### config.mk
export PLATFORM = sky130hd
export DESIGN_NAME = qmj_fifo
export DESIGN_NICKNAME = d
export VERILOG_FILES = /design/src/sv/qmj_pkg.sv /design/src/sv/qmj_fifo.sv
export SDC_FILE = /design/constraint.sdc
export NUM_CORES = 1
export LEC_CHECK = 0
export BUFFER_PORTS_ARGS = -buffer_cell sky130_fd_sc_hd__buf_2
export CORE_MARGIN = 10
export CORE_UTILIZATION = 57
export DETAILED_ROUTE_END_ITERATION = 16
export PLACE_DENSITY = 0.79
export SLEW_MARGIN = 10
export SYNTH_ARGS = -nofsm -noshare
export SYNTH_HDL_FRONTEND = slang
export SYNTH_SLANG_ARGS = --single-unit
### constraint.sdc
create_clock -name clk -period 8.05 [get_ports clk]
set_clock_uncertainty 0.1 [all_clocks]
set_input_delay 0.805 -clock clk [delete_from_list [all_inputs] [get_ports clk]]
set_output_delay 0.805 -clock clk [all_outputs]
set_load 0.03 [all_outputs]
### src/sv/qmj_pkg.sv
// ----------------------------------------------------------------------------
// qmj_pkg
// Shared widths and the item type passed from the front end to the back end.
// ----------------------------------------------------------------------------
package qmj_pkg;

  localparam int IW       = 32;  // width of each boundary-state field
  localparam int DW       = 14;  // width of the duration field
  localparam int CW       = 48;  // width of each coefficient
  localparam int FIFO_AW  = 2;   // queue address bits
  localparam int FIFO_DEP = 4;   // queue depth

  // Classified item: start state, end-state differences, nonzero duration
  typedef struct packed {
    logic signed [IW-1:0] sp;
    logic signed [IW-1:0] sv;
    logic signed [IW-1:0] sa;
    logic signed [IW:0]   dp;
    logic signed [IW:0]   dv;
    logic signed [IW:0]   da;
    logic [DW-1:0]        dur;
  } item_t;

endpackage

### src/sv/qmj_fifo.sv
// ----------------------------------------------------------------------------
// qmj_fifo
// Short queue between front and back end so each side stalls on its own.
// ----------------------------------------------------------------------------
module qmj_fifo (
  input  logic           clk,
  input  logic           rst,
  input  logic           push,
  input  qmj_pkg::item_t wr_item,
  output logic           full,
  input  logic           pop,
  output logic           rd_vld,
  output qmj_pkg::item_t rd_item
);
  import qmj_pkg::*;

  item_t              mem [FIFO_DEP];
  logic [FIFO_AW-1:0] wptr, rptr;
  logic [FIFO_AW:0]   count;
  logic               do_pop;

  assign full    = (count == (FIFO_AW+1)'(FIFO_DEP));
  assign rd_vld  = (count != '0);
  assign do_pop  = pop && rd_vld;
  assign rd_item = mem[rptr];

  always_ff @(posedge clk) begin
    if (rst) begin
      wptr  <= '0;
      rptr  <= '0;
      count <= '0;
    end else begin
      if (push) wptr <= wptr + 1'b1;
      if (do_pop) rptr <= rptr + 1'b1;
      if (push && !do_pop) count <= count + 1'b1;
      else if (do_pop && !push) count <= count - 1'b1;
    end
    if (push) mem[wptr] <= wr_item;
  end

endmodule

Word-level counts from Yosys, hierarchy flattened

Memories as Yosys holds them, arrays and structs flattened. A register that Yosys moved wholly into a read port is not among the register bits.
Cells that the tools add are included.

Add/subtract/negate cells: 4
Equal/unequal tests: 1
Muxes and demuxes: 6
Reductions and logical operators: 7

Operator list:

| kind                                              | number |
|---|---|
| 2-to-1 mux 3 bit                                  | 2 |
| adder 2 x 1 -> 2 bit (second input constant)      | 2 |
| 2-to-1 mux 2 bit                                  | 2 |
| adder 3 x 1 -> 3 bit (second input constant)      | 1 |
| equality test 3 bit (second input constant)       | 1 |
| logical AND 1 bit                                 | 3 |
| nonzero test 3 bit                                | 1 |
| subtractor 3 x 1 -> 3 bit (second input constant) | 1 |
| logical NOT 1 bit                                 | 2 |
| 2-to-1 mux 1 bit                                  | 2 |
| nonzero test 2 bit                                | 1 |

Bits in registers: 7
Bits in writable memories: 836
Bits of input ports: 213
Output and inout bits: 211
Word-level logic and storage cells: 22
Memories kept: 1

Memory list:

| name | depth | bits a word | rd ports | clocked after Yosys merged registers in | write ports | RTL line       | source |
|---|---|---|---|---|---|---|---|
| mem  | 4     | 209         | 1        | 1                                       | 1           | qmj_fifo.sv:17 | `item_t mem [FIFO_DEP];` |

Depth between registers and ports, before layout

Gate-level depths: netlist of the first run.

Depth after elaboration: 5
Depth in mapped cells: 7
Mapped depth without buffers: 7

Least setup slack after synthesis of the first run

No wires, ideal clock.

Path type: input to register
Start: input push
End: memory mem[0][0] in the netlist's numbering, enable pin
Setup time: 0.594 ns
Data arrival time: 5.543 ns
Required time: 7.356 ns
Slack: 1.812 ns
Stages: 1
Cell sequence: and2_1

Longest elaborated chain between the ends: 2

RTL lines:

| item                                   | RTL line       | source |
|---|---|---|
| start: declaration                     | qmj_fifo.sv:8  | `input logic push,` |
| 2-to-1 mux 1 bit                       | qmj_fifo.sv:38 | `if (push) mem[wptr] <= wr_item;` |
| 2-to-1 mux 1 bit (not written as such) | qmj_fifo.sv:38 |  |
| end: declaration                       | qmj_fifo.sv:17 |  |

No other way between the ends.

==> impl_metrics.ini, run 1 <==
[yosys]
synth-seq-area-share = 0.8279
yosysWarningCount = 0
synth_mux_area_frac = 0.1548
synth-compound-area-share = 0.0008604
synth-xor-area-share = 0.001434
ys_types = 22
synth_area_per_cell_um2 = 26.91
syn_inst = 1135
synth_fa_ha_area_frac = 0.002704
syn_nets = 1354
ys_seq_elements = 845
synth_top_family_by_area = multiplexers
synth_area_um2 = 30540
synth-simple-area-share = 0.002335

[sta]
finalSetupViolCount = 0
finalCriticalPeriod_ps = 3857
rsz0062_at_grt = false
fmax_mhz = 259.3
slew-limit-headroom = 0.2991
hold_viol = 0
worst_hold_slack_ps = 302.2
worst_pin_slew_ps = 1051
drv_slew = 0
tns_ps = 0
fin_crit_sh = 0.4791

[finish]
syn2layout_area_growth_pct = 18.03
fin_nets = 1826
drive_gt1_frac = 0.4540
fillers = 3155

[floorplanning]
coreArea_um2 = 52760
die_x_um = 251.5
dieHeight_um = 251.5
row_count = 84
die-area_um2 = 63240
start_util = 0.5788
num_io_pins = 424

[route]
drc_errors = 0
routedWlPerCell_um = 27.54
drt_iter0_drc = 1201
vias = 14020
ant_nets = 0
viasPerCell = 5.909
firstDrtPassIters = 5
wl_mm = 65.35

[clocking]
ctsHtreeMaxLevel = 3
cts.sinks = 845
path_clk_slew_ps = 70
cts_tree = yes
postCtsSetupBuffers = 0
ctsResizeCount = 0
cts_buffers = 82
clock-root-buffer = clkbuf_16
postCtsHoldBufs = 0
clk_latency_ps = 600
clockBufferDepth = 3

[worst_setup_path]
arrival_ps = 2950
critPathMaxFanout = 55
setup.worst_path.class = reg -> out
critPathRequiredTime_ps = 7140
end_kind = output port
startpoint_type = register

[place]
gp_congestion = 0.7425
port-buffer-count = 423
dp_hpwl_mm = 38.44

[global_route]
grt_usage = 0.2069
overflow = 0
grt_pass1_wl_mm = 97.48
grt_pass1_vias = 14890
antenna_found_initial = 26
grt_max_degree = 120

[pwr]
cellLeakagePower_nw = 12.00
irDropWorstVdd_v = 0.0003896
power_density_nw_per_um2 = 327.6

[run_status]
outcome = finished clean

[min_path]
hold_path.class = in -> reg

[job]
drv_cap = 0
metal layers:
layer	track usage	wire length, µm
met1	0.2553	23500
met2	0.3428	33850
met3	0.07680	6603
met4	0.05592	1182
met5	0	203
final cells by class:
| class | count | area, µm² | share of cell area |
|---|---|---|---|
| multi-input combinational | 240 | 4961 | 0.1376 |
| antenna | 11 | 27.53 | 0.0007637 |
| sequential | 845 | 25290 | 0.7017 |
| clock inverter | 42 | 360.3 | 0.009997 |
| clock buffer | 109 | 2238 | 0.06210 |
| timing repair buffer | 435 | 2295 | 0.06366 |
| inverter | 3 | 11.26 | 0.0003124 |
| tap | 688 | 860.8 | 0.02388 |
state kept, by name, indices dropped and copies added (netlist names), named ones only:
| signal | count |
|---|---|
| count | 3 |
| wptr | 2 |
| mem | 836 |
| rptr | 2 |
power breakdown:
group	leakage (nW)	internal [mW]	switching (mW)
Sequential	7.75	5.07	0.105
Combinational	2.98	1.10	1.86
Clock	1.26	2.15	1.52
Total	12.0	8.32	3.49
layout by cell type, fill, tap and decap left out:
cell type	netlist	routed
bufinv_16	0	6
clkbuf_16	0	86
or3_1	2	2
buf_2	24	423
diode_2	0	11
inv_1	3	3
dfxtp_1	9	7
nor3b_1	1	1
mux2i_1	2	2
o31ai_1	1	1
clkbuf_1	2	23
o21ai_0	1	1
and2_4	0	4
clkinv_8	0	1
fa_1	1	1
clkinvlp_4	0	3
o311ai_0	1	1
dfxtp_4	0	2
xnor2_1	1	1
buf_4	1	5
xor2_1	4	4
edfxtp_1	836	836
clkinv_4	0	1
clkinv_2	0	13
a21oi_1	1	1
buf_12	0	7
ha_1	5	5
nor2_1	7	7
mux4_2	209	209
clkinv_1	0	18
cell usage after synthesis, drive strengths merged:
cell | n | share of area
xor2 | 4 | 0.0011
mux2i | 2 | 0.00066
o311ai | 1 | 0.00029
fa | 1 | 0.00066
dfxtp | 9 | 0.0059
and2 | 4 | 0.00082
nor2 | 7 | 0.00086
edfxtp | 836 | 0.82
o21ai | 1 | 0.00016
a21oi | 1 | 0.00016
or3 | 2 | 0.00041
ha | 5 | 0.0020
nor3b | 1 | 0.00025
o31ai | 1 | 0.00025
xnor2 | 1 | 0.00029
inv | 3 | 0.00037
buf | 45 | 0.0093
clkbuf | 2 | 0.00025
mux4 | 209 | 0.15
worst max-delay path, stage by stage, from the launching register on:
cell and delay (ps):
dfxtp_4 820, buf_4 730, mux4_2 460, buf_2 210
logic make-up after synthesis:
| family | count (synthesis) |
|---|---|
| DFF | 845 |
| buffers and inverters | 50 |
| AOI/OAI and AO/OA | 4 |
| and+or+nand+nor | 14 |
| adders and majority gates | 6 |
| muxes | 211 |
| xor gates and xnor gates | 5 |
path summary, 6_finish.rpt:
path                            cells after the start  slack (ps)                    to                  from
worst max register to register                      4        5510  mem[0][56]$_DFFE_PP_  wptr[0]$_SDFFE_PP0P_
worst min register to register                      2         450  rptr[1]$_SDFFE_PP0P_  rptr[1]$_SDFFE_PP0P_
worst min-delay path                                1         300   mem[0][1]$_DFFE_PP_            wr_item[1]
worst max-delay path                                3        4190          rd_item[176]              register
through the flow:
| step | power [mW] | setup slack, ps | cell area, µm² | cells | utilization |
|---|---|---|---|---|---|
| floorplan | 7.463 | 1812 | 30540 | 1135 | - |
| global placement | 8.221 | 4790 | 33420 | 2211 | 0.6334 |
| detailed placement | 8.262 | 4779 | 33420 | 2211 | 0.6334 |
| CTS | 11.95 | 4129 | 36020 | 2362 | 0.6827 |
| global route | 12.22 | 4055 | 36030 | 2367 | 0.6829 |
| finish | 11.81 | 4193 | 36050 | 2373 | 0.6832 |
(Power assumes the default switching activity.)
==> run 2, diff against run 1 <==
==> constraint.sdc (replaced) <==
create_clock -name clk -period 3.9 [get_ports clk]
set_clock_uncertainty 0.1 [all_clocks]
set_input_delay 0.39 -clock clk [delete_from_list [all_inputs] [get_ports clk]]
set_output_delay 0.39 -clock clk [all_outputs]
set_load 0.03 [all_outputs]
==> run 2 against run 1 <==
- global-route usage grew 2.8 points
- non-clock buffer count grew 249
- via count grew 10%
- critical path depth did not move
- sequential power is 110% higher
- setup slack got worse by 3500 ps
- utilization grew 4.7 points
- register-to-register slack got worse by 4000 ps
- first-iteration DRC count is 16% higher
- design area grew 6.9%
- sequential share of layout area is 4.5 points lower
- clock-buffer cell count is 7 lower
- critical path type unchanged
==> impl_metrics.ini, run 2 (synthesized netlist as in run 1, its figures left out) <==
[pwr]
power_density_nw_per_um2 = 648.0
p_int_mw = 17.44
netSwitchingPower_mw = 7.534
cellLeakagePower_nw = 13.11
irDropWorstVdd_v = 0.0007252
clkPwrFrac = 0.309
swShare = 0.3017
power_frac_seq = 0.430
comb_power_share = 0.261

[worst_setup_path]
crit_chain = buf_12 -> mux4_2 -> buf_2
critPathMaxStageDelay_ps = 800
end_kind = output port
setup.worst_path.class = reg -> out
critical_path.slowest_cell = dfxtp_4
critPathRequiredTime_ps = 3410
reg2reg_from = count[0]$_SDFFE_PP0P_
r2r_setup_slack_ps = 1500
arrival_ps = 2710
reg2reg_to = count[2]$_SDFFE_PP0P_
ff2ff_path_depth = 7
critPathMaxFanout = 42
startpoint_type = register

[global_route]
grt_usage = 0.2350
grt_pass1_wl_mm = 110.3
grt_max_degree = 66
antenna_found_initial = 4
grt_pass1_vias = 16470
overflow = 0

[finish]
mostFrequentLayoutCells = edfxtp_1, buf_2, dlygate4sd3_1, mux4_2, clkbuf_16
design_area_um2 = 38530
fin_nets = 2074
largest_reg_flops = 836
top_regs = mem (836), count (3)
instances_no_fill = 2614
drive_gt1_frac = 0.4166
largest_register = mem
syn2layout_area_growth_pct = 26.17
final_common_cell = edfxtp_1
fin_util = 0.7303

[route]
viasPerCell = 5.910
routedWlPerCell_um = 28.28
ant_nets = 0
firstDrtPassIters = 5
drc_errors = 0
wl_mm = 73.92
vias = 15450
drt_iter0_drc = 1388

[sta]
fmax_mhz = 312.1
fin_crit_sh = 0.8215
tns_ps = 0
slew-limit-headroom = 0.3790
drv_slew = 0
worst_pin_slew_ps = 931.5
hold_viol = 0
finalCriticalPeriod_ps = 3204
finalSetupViolCount = 0
rsz0062_at_grt = false
setup_ws_ps = 696.0

[clocking]
cts_tree = yes
ctsResizeCount = 0
clock-root-buffer = clkbuf_16
postCtsSetupBuffers = 0
cts.sinks = 845
clockBufferDepth = 3
cts_buffers = 81
clk_latency_ps = 610
path_clk_slew_ps = 60
postCtsHoldBufs = 210
ctsHtreeMaxLevel = 3

[floorplanning]
coreArea_um2 = 52760
die_x_um = 251.5
die-area_um2 = 63240
dieHeight_um = 251.5
num_io_pins = 424
start_util = 0.5788
row_count = 84

[place]
place_area_um2 = 33820
place_ws_ps = 1307
port-buffer-count = 423
dp_hpwl_mm = 42.28
gp_congestion = 0.7504
post-place-cells = 2250

[min_path]
hold_path.class = in -> reg
hold_start = push
min_to = wptr[0]$_SDFFE_PP0P_
min_path_cells = 3

[run_status]
outcome = finished clean

[job]
drv_cap = 0
[run 2: cell count changes in the layout (fill, tap and decap cells not counted)]
| cell | previous run | this run |
|---|---|---|
| dlygate4sd3_1 | 0 | 210 |
| buf_12 | 7 | 16 |
| clkbuf_1 | 23 | 18 |
| buf_4 | 5 | 35 |
| clkbuf_16 | 86 | 84 |
| clkinvlp_4 | 3 | 1 |
| inv_6 | 0 | 1 |
| clkinv_4 | 1 | 0 |
| clkinv_2 | 13 | 15 |
| diode_2 | 11 | 8 |
| bufinv_16 | 6 | 8 |
[run 2: cell type report]
class,count,area (µm²)
clock buffer,102,2170
sequential,845,25290
clock inverter,44,415.4
fill,2823,14230
inverter,3,11.26
timing repair buffer,684,4802
antenna,8,20.02
multi-input combinational,240,4961
tap,688,860.8
[run 2: worst max path at each step]
| stage | from | endpoint |
|---|---|---|
| after floorplan | wptr[0]$_SDFFE_PP0P_ | mem[2][0]$_DFFE_PP_ |
| after global placement | register | rd_item[44] |
| after detailed placement | register | rd_item[50] |
| after CTS | register | rd_item[205] |
| after global routing | register | rd_item[203] |
| final | register | rd_item[103] |
[run 2: stage by stage]
step	power (mW)	hold slack (ps)
after floorplan	15.36	383.7
after CTS	25.01	36.43
final	24.97	63.18
after detailed placement	17.21	442.8
after global routing	25.79	87.26
after global placement	17.12	397.3
[run 2: layer usage]
layer | vias to the layer above | share of wire | GRT usage | routed length [µm]
met5 | - | 0 | 0 | 0
met4 | 0 | 0.021 | 0.06510 | 1581
met3 | 106 | 0.091 | 0.06096 | 6692
met2 | 813 | 0.53 | 0.4056 | 39100
met1 | 8120 | 0.36 | 0.2927 | 26540
li1 | 6411 | - | - | -
[run 2: power by group through the flow]
stage                     Combinational (mW)  Clock [mW]  Sequential (mW)
after detailed placement                6.29           0             10.9
after floorplan                         4.60           0             10.8
after global placement                  6.24           0             10.9
after global routing                    6.83        8.17             10.8
final                                   6.50        7.72             10.7
after CTS                               6.53        7.74             10.7
[run 2: worst max-delay path: cells and delay by family (launching register included)]
kind	cells	cell delay (ps)
buf+inv	2	610
flops	1	800
mux	1	600
