--- src/sv/qmj_pkg.sv ---
// ----------------------------------------------------------------------------
// qmj_pkg
// Shared widths and the item type passed from the front end to the back end.
// ----------------------------------------------------------------------------
package qmj_pkg;

  localparam int IW       = 32;  // width of each boundary-state field
  localparam int DW       = 14;  // width of the duration field
  localparam int CW       = 48;  // width of each coefficient
  localparam int FIFO_AW  = 2;   // queue address bits
  localparam int FIFO_DEP = 4;   // queue depth

  // Classified item: start state, end-state differences, nonzero duration
  typedef struct packed {
    logic signed [IW-1:0] sp;
    logic signed [IW-1:0] sv;
    logic signed [IW-1:0] sa;
    logic signed [IW:0]   dp;
    logic signed [IW:0]   dv;
    logic signed [IW:0]   da;
    logic [DW-1:0]        dur;
  } item_t;

endpackage

--- src/sv/qmj_front.sv ---
// ----------------------------------------------------------------------------
// qmj_front
// Accepts input beats, forms end-state differences, clamps a zero duration.
// ----------------------------------------------------------------------------
module qmj_front (
  input  logic                  s_axis_tvalid,
  output logic                  s_axis_tready,
  input  logic [207:0]          s_axis_tdata,
  input  logic                  full,
  output logic                  push,
  output qmj_pkg::item_t        item
);
  import qmj_pkg::*;

  logic signed [IW-1:0] sp, sv, sa, ep, ev, ea;
  logic [DW-1:0]        dur;

  assign sp  = s_axis_tdata[31:0];
  assign sv  = s_axis_tdata[63:32];
  assign sa  = s_axis_tdata[95:64];
  assign ep  = s_axis_tdata[127:96];
  assign ev  = s_axis_tdata[159:128];
  assign ea  = s_axis_tdata[191:160];
  assign dur = s_axis_tdata[205:192];

  assign s_axis_tready = !full;
  assign push          = s_axis_tvalid && !full;

  always_comb begin
    item.sp  = sp;
    item.sv  = sv;
    item.sa  = sa;
    item.dp  = (IW+1)'(ep) - (IW+1)'(sp);
    item.dv  = (IW+1)'(ev) - (IW+1)'(sv);
    item.da  = (IW+1)'(ea) - (IW+1)'(sa);
    // treat zero duration as the shortest one
    item.dur = (dur == '0) ? DW'(1) : dur;
  end

endmodule

--- config.mk ---
export PLATFORM = sky130hd
export DESIGN_NAME = qmj_front
export DESIGN_NICKNAME = d
export VERILOG_FILES = /design/src/sv/qmj_pkg.sv /design/src/sv/qmj_front.sv
export SDC_FILE = /design/constraint.sdc
export NUM_CORES = 1
export LEC_CHECK = 0
export BUFFER_PORTS_ARGS = -buffer_cell sky130_fd_sc_hd__buf_4
export CELL_PAD_IN_SITES_DETAIL_PLACEMENT = 1
export CELL_PAD_IN_SITES_GLOBAL_PLACEMENT = 2
export CORE_UTILIZATION = 19
export DETAILED_ROUTE_END_ITERATION = 12
export GPL_TIMING_DRIVEN = 0
export PLACE_DENSITY_LB_ADDON = 0.1
export SLEW_MARGIN = 20
export SYNTH_ARGS = -nofsm -noshare
export SYNTH_HDL_FRONTEND = slang
export SYNTH_SLANG_ARGS = --single-unit
--- constraint.sdc ---
create_clock -name vclk -period 4.1
set_input_delay 1.025 -clock vclk [all_inputs]
set_output_delay 1.025 -clock vclk [all_outputs]
set_load 0.01 [all_outputs]
Yosys cells after proc, flatten, opt, wreduce, memory -nomap -nowiden
Index checks and enable logic that the tools add are counted.
{ "totals": {"wordCells": 7, "latch_bits": 0, "memories": 0, "mem_bits_rw": 0, "rom_bits": 0, "regBits": 0} }
{ "op_classes": {"n_shift": 0, "mux": 1, "n_eq_ne": 0, "add_sub_neg": 3, "reduce_logical": 3, "div": 0, "order_cmp": 0, "bitwise_logic": 0, "multipliers": 0} }
{ "op_table": {"columns": ["op", "n"], "rows": [
  ["32-bit by 32-bit subtractor with 33-bit output", 3],
  ["14-bit logical NOT", 1],
  ["14-bit two-way mux", 1],
  ["1-bit logical AND", 1],
  ["1-bit logical NOT", 1]
]} }

Longest topological paths before layout
Gate-level depths: netlist of the first run.
{ "depth": {"word_depth": 2, "depth_mapped": 11, "mapped_depth_nobuf": 11} }

Worst setup path before layout of the first run
Ideal clock, no wire load.
{ "synth_path": {"path_type": "input to output", "from": "input s_axis_tdata[96]", "to": "output item[106] (netlist bit)", "n_path_buf": 0, "arrival_ps": 3045, "cell_stages": 11, "setup_slack_ps": 30, "path_cell_list": "inv_1 ha_1 fa_1 nor2b_1 o31a_1 o2111ai_1 a31oi_1 a21boi_1 o21a_1 o41ai_2 xor2_1"} }
{ "synth_lines": {"columns": ["element", "line", "source"], "rows": [
  ["start, declared", "qmj_front.sv:8", "input logic [207:0] s_axis_tdata,"],
  ["end, declared", "qmj_front.sv:11", "output qmj_pkg::item_t item"]
]} }

==> summary.txt, run 1 <==
Detailed routing
  – Vias per cell: ~4.4
  – Routed len/inst: 15.5 µm
  – Initial drt markers: 165
  – ANT nets after route: 0
  – Vias: 8188
  – Drt first pass iters: 6
  – Total wire length: 28800 µm
  – Drc violations: 0

Cells and area
  – Fraction of layout cells with a size suffix above 1: 57.3%
  – # fillers: 3999
  – Most common cell after layout, fill and taps aside: buf_4
  – Design area: 12000 µm²
  – Most frequent cells in the layout: buf_4 (561), inv_1 (110), a21oi_1 (58)
  – Fin nets: 1724
  – P&R area growth vs syn: 89.8%
  – Clk_buf instances: 0
  – Flip-flop and latch area: 0 µm²
  – Seq cells: 0

Critical path
  – Critical path startpoint category: input port
  – Crit Path Class: in -> out
  – Crit. End Element: output pin
  – Req. time, crit path: 3.07 ns
  – Crit-path max FO: 2
  – Crit path DAT: about 3.3 ns

Synthesis
  – Post-synthesis sequential area ratio: 0%
  – Syn avg cell area: 6.75 µm²
  – Area contributors post-synth: ha_1 (19%), buf_4 (12%), a21oi_1 (7.4%), inv_1 (7.4%), xnor2_1 (7.2%)
  – Syn_nets: about 1200
  – Synth area leader: ha_1
  – Yosys top cell area share: roughly a fifth
  – Syn. warnings: 0
  – Post-synthesis cell type count: 69
  – Synth Cell Area: 6320 µm²
  – Cells after synthesis: between 900 and 1000

Placement
  – PortBufs: roughly 420
  – Hpwl dp: roughly 25000 µm
  – Gpl congestion: 0.836
  – Placed cell area: 10000 µm²

Timing
  – RSZ-0062 raised after global routing: yes
  – Rel. slew slack: 67.1%
  – Worst Slack Setup Final: -0.218 ns
  – Final Slew Violations: 0
  – Fin crit share: 105%
  – Final Setup Violations: 12
  – Period minus WS final: 4.32 ns
  – Slew @ Worst Pin: just under 0.5 ns
  – Setup TNS: -1.50 ns
  – Final hold violation count: 0
  – Peak Freq: between 200 and 250 MHz

Pwr
  – Cell Pwr Density: 180 nW/µm²
  – Pleak: 5.90 nW
  – Peak supply drop: between 0.08 and 0.09 mV

Outcome
  – Failing checks: negative setup slack
  – Status: complete, but fails checks

Global route
  – Vias in the first global route: 8365
  – First-pass GRT wire length: about 43000 µm
  – GRT Overall Usage: 15.7%
  – Initial antenna violation count: 1
  – Largest net degree at the start of global routing: 11
  – Final global-route overflow total: 0

Worst hold path
  – Tightest Hold Check Type: in -> out

Floorplan
  – Core Region: 32600 µm²
  – Initial Util: about a fifth
  – Die ar.: about 34000 µm²
  – Row count: 66
  – Die height: 184 µm
  – Ports: 421
  – Chip Width: 184 µm

Flow run
  – Number of max-cap violations: 0
Yosys cell counts (3+ instances only):
| master | instances |
|---|---|
| fa_1 | 3 |
| o31ai_1 | 3 |
| o211ai_1 | 5 |
| a41o_1 | 3 |
| a21oi_1 | 94 |
| ha_1 | 96 |
| a21o_1 | 33 |
| nor2b_1 | 19 |
| o21ai_0 | 44 |
| o31a_1 | 4 |
| o21bai_1 | 14 |
| nor3_1 | 11 |
| clkbuf_1 | 29 |
| a41oi_1 | 5 |
| nand2b_1 | 7 |
| and2_1 | 4 |
| inv_1 | 125 |
| xor2_1 | 32 |
| nor2_1 | 37 |
| o22ai_1 | 3 |
| buf_4 | 100 |
| a31oi_1 | 8 |
| nand3_1 | 16 |
| buf_2 | 5 |
| nor4_1 | 8 |
| and3_1 | 5 |
| nand4_1 | 21 |
| o21a_1 | 15 |
| a211o_1 | 3 |
| nand2_1 | 62 |
| a211oi_1 | 3 |
| xnor2_1 | 52 |
| or2_2 | 7 |
| a2111o_1 | 3 |
| o2111ai_1 | 4 |
| o21ai_2 | 3 |
| o21ai_1 | 6 |
critical path, stage by stage:
cell and delay [ns]:
buf_6 0.07, inv_4 0.03, ha_4 0.15, fa_2 0.34, nor2b_2 0.13, o31a_1 0.22, o2111ai_4 0.15, a31oi_4 0.26
a21boi_2 0.10, o21a_1 0.23, o41ai_2 0.25, xor2_1 0.18, buf_4 0.15
cell families (layout without fill, tap and decap cells):
| logic type | after synthesis | in the layout | share of synthesized area [%] |
|---|---|---|---|
| buf+inv | 259 | 736 | 21.4 |
| mux | 1 | 1 | 0.158 |
| compound gates | 285 | 285 | 30.2 |
| fa+ha+maj | 99 | 99 | 20.0 |
| other cells | 0 | 1 | 0 |
| simple gates | 208 | 208 | 16.6 |
| xor+xnor | 84 | 84 | 11.6 |
path summary, 6_finish.rpt:
check / from / endpoint / slack, ns / depth (start not counted)
worst max-delay path: s_axis_tdata[96] / item[106] / -0.22 / 13
worst min-delay path: full / s_axis_tready / 2.29 / 3
area by class of cell:
| type | count | area [µm²] | share of cell area (%) |
|---|---|---|---|
| Antenna cell | 1 | 2.50 | 0.0209 |
| Buffer | 125 | 863 | 7.20 |
| Inverter | 125 | 489 | 4.08 |
| Multi-Input combinational cell | 677 | 6310 | 52.6 |
| Tap cell | 442 | 553 | 4.61 |
| Timing Repair Buffer | 486 | 3780 | 31.5 |
what timing repair did:
item / 4_1_cts / 5_1_grt
pin swaps: 72 / 90
endpoints found under the setup margin: 50 / 45
gates resized for setup: 203 / 129
hold buffers: 0 / 0
setup buffers: 42 / 25
metal layers:
layer	wire [µm]	track usage, %
met1	11500	18.6
met2	15200	30.2
met3	2000	2.73
met4	140	1.13
met5	0	0
stage by stage:
stage | total power (W) | util [%] | instances | setup WS (ns) | hold slack, ns
floorplan | 0.000967 | - | 936 | 0.0304 | 2.09
global placement | 0.00180 | 30.7 | 1797 | -0.541 | 2.29
detailed placement | 0.00181 | 30.7 | 1797 | -0.550 | 2.29
CTS | 0.00204 | 34.4 | 1831 | -0.348 | 2.29
global route | 0.00235 | 36.8 | 1856 | -0.372 | 2.30
finish | 0.00216 | 36.8 | 1856 | -0.218 | 2.29
where the power goes:
part                 total (W)     internal [W]  switching (W)
registers                    0                0              0
logic                  0.00216          0.00112        0.00104
clock network  0.0000000000329  0.0000000000329              0
total                  0.00216          0.00112        0.00104
(Power assumes the default switching activity.)
==> inputs of run 2 (changes only) <==
--- a/config.mk
+++ b/config.mk
@@ -10,7 +10,6 @@
 export CELL_PAD_IN_SITES_GLOBAL_PLACEMENT = 2
 export CORE_UTILIZATION = 19
 export DETAILED_ROUTE_END_ITERATION = 12
-export GPL_TIMING_DRIVEN = 0
 export PLACE_DENSITY_LB_ADDON = 0.1
 export SLEW_MARGIN = 20
 export SYNTH_ARGS = -nofsm -noshare
==> summary.txt, run 2 (same netlist as run 1, synthesis figures left out) <==
Placement
  – Placed cell area: 10600 µm² (+5.3%)
  – PortBufs: 419 (unchanged)
  – Gpl congestion: 0.834 (-0.17%)
  – Hpwl dp: 25600 µm (+2.4%)

Timing
  – Period minus WS final: 4.32 ns (+0.00317 ns)
  – Worst Slack Setup Final: -0.222 ns (-0.00317 ns)
  – Rel. slew slack: 60.6% (-6.5 points)
  – Fin crit share: 105% (about the same)
  – Final hold violation count: 0 (unchanged)
  – Final Setup Violations: 25 (+13)
  – Final Slew Violations: 0 (unchanged)
  – RSZ-0062 raised after global routing: yes
  – Peak Freq: 231 MHz (about the same)
  – Slew @ Worst Pin: 0.585 ns (+0.0927 ns)

Cells and area
  – Seq cells: 0 (unchanged)
  – Flip-flop and latch area: 0 µm² (unchanged)
  – Design area: 12500 µm² (+4.1%)
  – Fin nets: 1771 (+2.7%)
  – Most common cell after layout, fill and taps aside: buf_4
  – Fraction of layout cells with a size suffix above 1: 60.6% (+3.3 points)
  – Most frequent cells in the layout: buf_4 (612), inv_1 (106), a21oi_1 (63)
  – Post-layout util: 38.3% (+1.5 points)
  – P&R area growth vs syn: 97.5%
  – Clk_buf instances: 0 (unchanged)

Critical path
  – Crit-path max FO: 3 (+1)
  – CP top delay family: compound AO/OA/AOI/OAI gates
  – Critical path startpoint category: input port
  – Req. time, crit path: 3.07 ns (about the same)
  – Crit. End Element: output pin
  – Crit Path Class: in -> out
  – Max incr delay on CP: 0.34 ns (about the same)
  – Max stage delay cell, worst path: fa_2
  – CP bufs+invs: 2 (-1)
  – CP Cell Sequence: buf_8, ha_4, fa_2, nor2b_2, o31a_1, o2111ai_2, a31oi_4, a21boi_2, o21a_2, o41ai_2, xor2_1, buf_4
  – Crit path DAT: 3.30 ns (about the same)

Detailed routing
  – Drc violations: 0 (unchanged)
  – ANT nets after route: 0 (unchanged)
  – Vias per cell: 4.38 (-0.71%)
  – Vias: 8336 (+1.8%)
  – Initial drt markers: 148 (-10%)
  – Routed len/inst: 15.5 µm (-0.31%)
  – Total wire length: 29500 µm (+2.2%)
  – Drt first pass iters: 4 (-2)

Global route
  – Grt met3 use: 2.04% (-0.69 points)
  – Met2 usage: 30.8% (+0.60 points)
  – First-pass GRT wire length: 43600 µm (+0.35%)
  – Final global-route overflow total: 0 (unchanged)
  – Largest net degree at the start of global routing: 12 (+1)
  – GRT Overall Usage: 15.8% (+0.13 points)
  – Vias in the first global route: 8630 (+3.2%)
  – Initial antenna violation count: 1 (unchanged)
  – Most congested layer reported by global routing: met2
  – Met1 Use GR: 18.8% (+0.20 points)

Pwr
  – Cell Pwr Density: 184 nW/µm² (+2.0%)
  – Peak supply drop: 0.0726 mV (-9.6%)
  – Pleak: 6.25 nW (+5.8%)

Floorplan
  – Die height: 184 µm (unchanged)
  – Chip Width: 184 µm (unchanged)
  – Core Region: 32600 µm² (unchanged)
  – Ports: 421 (unchanged)
  – Initial Util: 19.4% (unchanged)
  – Row count: 66 (unchanged)
  – Die ar.: 34000 µm² (unchanged)

Outcome
  – Status: complete, but fails checks
  – Failing checks: negative setup slack

CTS
  – Hold buffer count at CTS: 0 (unchanged)

Flow run
  – Number of max-cap violations: 0 (unchanged)

Worst hold path
  – Tightest Hold Check Type: in -> out
[run 2: power by group]
part | leakage [nW] | switching, W | internal [W] | total, W
Clock | 0.00000634 | 0 | 0.0000000000326 | 0.0000000000326
Combinational | 6.25 | 0.00107 | 0.00123 | 0.00230
Sequential | 0 | 0 | 0 | 0
Total | 6.25 | 0.00107 | 0.00123 | 0.00230
[run 2: final timing paths]
| kind | startpoint | to | slack [ns] | depth (start not counted) |
|---|---|---|---|---|
| setup / recovery | s_axis_tdata[0] | item[106] | -0.22 | 12 |
| hold / removal | s_axis_tdata[46] | item[159] | 2.23 | 2 |
[run 2: through the flow]
stage / setup slack [ns] / TNS (ns) / total power [W] / cells / hold slack (ns)
finish: -0.222 / -2.76 / 0.00230 / 1903 / 2.23
global route: -0.329 / -5.73 / 0.00249 / 1903 / 2.24
CTS: -0.257 / -2.95 / 0.00217 / 1880 / 2.24
detailed placement: -0.529 / -12.25 / 0.00196 / 1852 / 2.24
global placement: -0.518 / -12.31 / 0.00196 / 1852 / 2.24
floorplan: 0.0304 / 0 / 0.000967 / 936 / 2.09
[run 2: repair_timing]
action                     4_1_cts  5_1_grt
setup endpoints to repair       54       56
resized for setup              186      141
buffers inserted                31       25
pin swaps                      103       93
[run 2: routing by layer]
layer / vias to the layer above / part of all wire (%)
met5: - / 0
met3: 14 / 5.8
met4: 0 / 0.93
met1: 3882 / 41
met2: 234 / 53
li1: 4206 / -
[run 2: cell type report]
class / instances / area [µm²]
diodes: 1 / 2.50
fillers: 4006 / 20100
inverters: 125 / 492
multi-input cells: 677 / 6310
well taps: 442 / 553
repair buffers: 658 / 5130
==> inputs of run 3 (changes only) <==
--- a/config.mk
+++ b/config.mk
@@ -5,10 +5,12 @@
 export SDC_FILE = /design/constraint.sdc
 export NUM_CORES = 1
 export LEC_CHECK = 0
+export ABC_AREA = 1
 export BUFFER_PORTS_ARGS = -buffer_cell sky130_fd_sc_hd__buf_4
 export CELL_PAD_IN_SITES_DETAIL_PLACEMENT = 1
 export CELL_PAD_IN_SITES_GLOBAL_PLACEMENT = 2
-export CORE_UTILIZATION = 19
+export CORE_ASPECT_RATIO = 1.2
+export CORE_UTILIZATION = 21
 export DETAILED_ROUTE_END_ITERATION = 12
 export PLACE_DENSITY_LB_ADDON = 0.1
 export SLEW_MARGIN = 20
==> constraint.sdc (replaced) <==
create_clock -name vclk -period 4.09
set_input_delay 1.0225 -clock vclk [all_inputs]
set_output_delay 1.0225 -clock vclk [all_outputs]
set_load 0.01 [all_outputs]
==> summary.txt, run 3 <==
Synthesis
  – Compound-cell area share of the yosys netlist: 4.15% (-26 points)
  – Fraction of synthesized area in multiplexers: 0% (-0.16 points)
  – Synth area leader: nand2_1
  – List of most frequent post-synthesis cells: nand2_1 (749), inv_1 (479), nor2_1 (125)
  – Syn. warnings: 0 (unchanged)
  – Syn_nets: 2103 (+69%)
  – Area contributors post-synth: nand2_1 (33%), inv_1 (21%), ha_1 (14%), buf_4 (8.5%), nor2_1 (5.5%)
  – Post-Synth XOR/XNOR Area: 4.62% (-7.0 points)
  – Synth Area in Simple Gates: 46.3% (+30 points)
  – Cells after synthesis: 1794 (+92%)
  – Synth Cell Area: 8540 µm² (+35%)
  – Post-Synth Adder-Cell Area: 14.8% (-5.2 points)
  – Yosys top cell area share: 32.9% (+14 points)
  – Post-synthesis sequential area ratio: 0% (unchanged)
  – Syn avg cell area: 4.76 µm² (-30%)
  – Most frequent cell after synthesis: nand2_1
  – Post-synthesis cell type count: 22 (-68%)
  – Largest family of logic cells by synthesized area: simple AND/OR/NAND/NOR gates

Critical path
  – Crit path DAT: 2.90 ns (-0.40 ns)
  – Req. time, crit path: 3.07 ns (about the same)
  – Crit Path Class: in -> out
  – Critical path startpoint category: input port
  – Most used cell, CP: nand2_1
  – Max incr delay on CP: 0.42 ns (+0.08 ns)
  – Crit. End Element: output pin
  – CP Cell Sequence: buf_4, ha_1, fa_1, inv_1, nand2_1, nand2_1, nand3_1, nand2_2, nand2_1, nand2_2, xor2_1, buf_4
  – Crit-path max FO: 3 (unchanged)
  – Max stage delay cell, worst path: fa_1

Timing
  – Fin crit share: 95.9%
  – Rel. slew slack: 77.9% (+17 points)
  – Final Setup Violations: 0 (-100%)
  – RSZ-0062 raised after global routing: no
  – WHS: 2.23 ns (-0.00140 ns)
  – Final hold violation count: 0 (unchanged)
  – Final Slew Violations: 0 (unchanged)
  – Slew @ Worst Pin: 0.328 ns (-0.257 ns)
  – Setup TNS: 0 ns (+2.76 ns)
  – Period minus WS final: 3.92 ns
  – Peak Freq: approximately 250 MHz

Cells and area
  – Fraction of layout cells with a size suffix above 1: 21.0% (-40 points)
  – Most common cell after layout, fill and taps aside: nand2_1
  – P&R area growth vs syn: 35.6%
  – Clk_buf instances: 0 (unchanged)
  – Flip-flop and latch area: 0 µm² (unchanged)
  – Inserted Diodes: 0 (-1)
  – Seq cells: 0 (unchanged)
  – Fin nets: 2414 (+36%)
  – Most frequent cells in the layout: nand2_1 (748), inv_1 (479), buf_4 (419)

Detailed routing
  – Drc violations: 0 (unchanged)
  – Total wire length: 35500 µm (+20%)
  – Routed len/inst: 13.5 µm (-13%)
  – Vias per cell: 4.06 (-7.3%)
  – ANT nets after route: 0 (unchanged)
  – Vias: 10700 (+28%)
  – Drt first pass iters: 4 (unchanged)
  – Initial drt markers: 170 (+15%)

Placement
  – Gpl congestion: 0.820 (-1.8%)
  – Hpwl dp: 33700 µm (+32%)
  – PortBufs: 419 (unchanged)

Global route
  – Met2 usage: 35.1% (+4.3 points)
  – Largest net degree at the start of global routing: 8 (-4)
  – Most congested layer reported by global routing: met2
  – GRT Overall Usage: 16.6% (+0.73 points)
  – Vias in the first global route: 11100 (+28%)
  – Met1 Use GR: 17.6% (-1.2 points)
  – Grt met3 use: 1.65% (-0.39 points)
  – Final global-route overflow total: 0 (unchanged)
  – First-pass GRT wire length: 54600 µm (+25%)
  – Initial antenna violation count: 1 (unchanged)

Floorplan
  – Core Region: 39900 µm² (+22%)
  – Ports: 421 (unchanged)
  – Row count: 80 (+21%)
  – Chip Width: 186 µm (+0.90%)
  – Die height: 223 µm (+21%)
  – Die ar.: 41500 µm² (+22%)
  – Initial Util: 21.4% (+2.0 points)

Pwr
  – Pleak: 8.09 nW (+30%)
  – Cell Pwr Density: 159 nW/µm² (-14%)
  – Clock power share: 0% (unchanged)
  – Reg power frac: 0% (unchanged)
  – Switching share of power: 56.9% (+10 points)
  – Peak supply drop: 0.0487 mV (-33%)
  – P_int: 0.000794 W (-35%)
  – Comb pwr share: 100.0% (about the same)
  – Total Power: 0.00184 W (-20%)
  – NetSw: 0.00105 W (-2.1%)

CTS
  – Number of buffers added for setup after CTS: 0 (-100%)

Worst hold path
  – Tightest Hold Check Type: in -> out

Outcome
  – Status: complete, no violations

Flow run
  – Number of max-cap violations: 0 (unchanged)
-- run 3: changes by cell type after synthesis, sizes merged, moves of 11 or more --
cell and delta:
nor2 +89, clkbuf -16, o21bai -11, xnor2 -46, a21oi -35, o21a -15, inv +354, o21ai -54
a21o -30, nor2b -19, nand2 +703, nand3 +55
-- run 3: power by group through the flow --
stage | Sequential (W) | Combinational, W | Clock (W)
3_5_place_dp | 0 | 0.00189 | 0
6_report | 0 | 0.00184 | 0
2_1_floorplan | 0 | 0.00106 | 0
3_3_place_gp | 0 | 0.00188 | 0
4_1_cts | 0 | 0.00190 | 0
5_1_grt | 0 | 0.00207 | 0
-- run 3: final timing paths --
path                  cells after the start              from   endpoint
worst max-delay path                     12  s_axis_tdata[32]   item[63]
worst min-delay path                      2  s_axis_tdata[61]  item[174]
-- run 3: per-stage QoR --
stage / instances / setup WS [ns] / area, µm² / util, %
detailed placement: 2636 / 0.121 / 11600 / 29.0
finish: 2636 / 0.166 / 11600 / 29.0
global placement: 2636 / 0.141 / 11600 / 29.0
global route: 2636 / 0.0241 / 11600 / 29.0
floorplan: 1794 / 0.699 / 8540 / -
CTS: 2636 / 0.117 / 11600 / 29.0
-- run 3: kinds of logic after synthesis --
group	after synthesis
and+or+nand+nor	994
adders and majority gates	99
buffers and inverters	589
AOI/OAI and AO/OA	67
xor gates and xnor gates	45
-- run 3: layout make-up --
cell class	instances	area, µm²
fill	5514	28400
multi-input combinational	1205	5960
timing repair buffer	419	3150
inverter	479	1800
tap	533	667
-- run 3: per-layer routing --
layer  up-vias  wire length, µm
li1       5710                -
met1      4717            13900
met2       265            19400
met3        12             1910
met4         2              246
met5         -               13
-- run 3: critical path: cells and delay by family --
| kind | cells | cell delay (ns) |
|---|---|---|
| adder cells (fa/ha/maj) | 2 | 0.64 |
| AND/OR/NAND/NOR | 6 | 0.54 |
| XOR/XNOR | 1 | 0.27 |
| buffers and inverters | 3 | 0.41 |
-- run 3: what timing repair did --
action,in CTS,in global routing
endpoints found under the setup margin,0,3
resized for setup,0,1
endpoints found under the hold margin,0,0
hold buffers,0,0
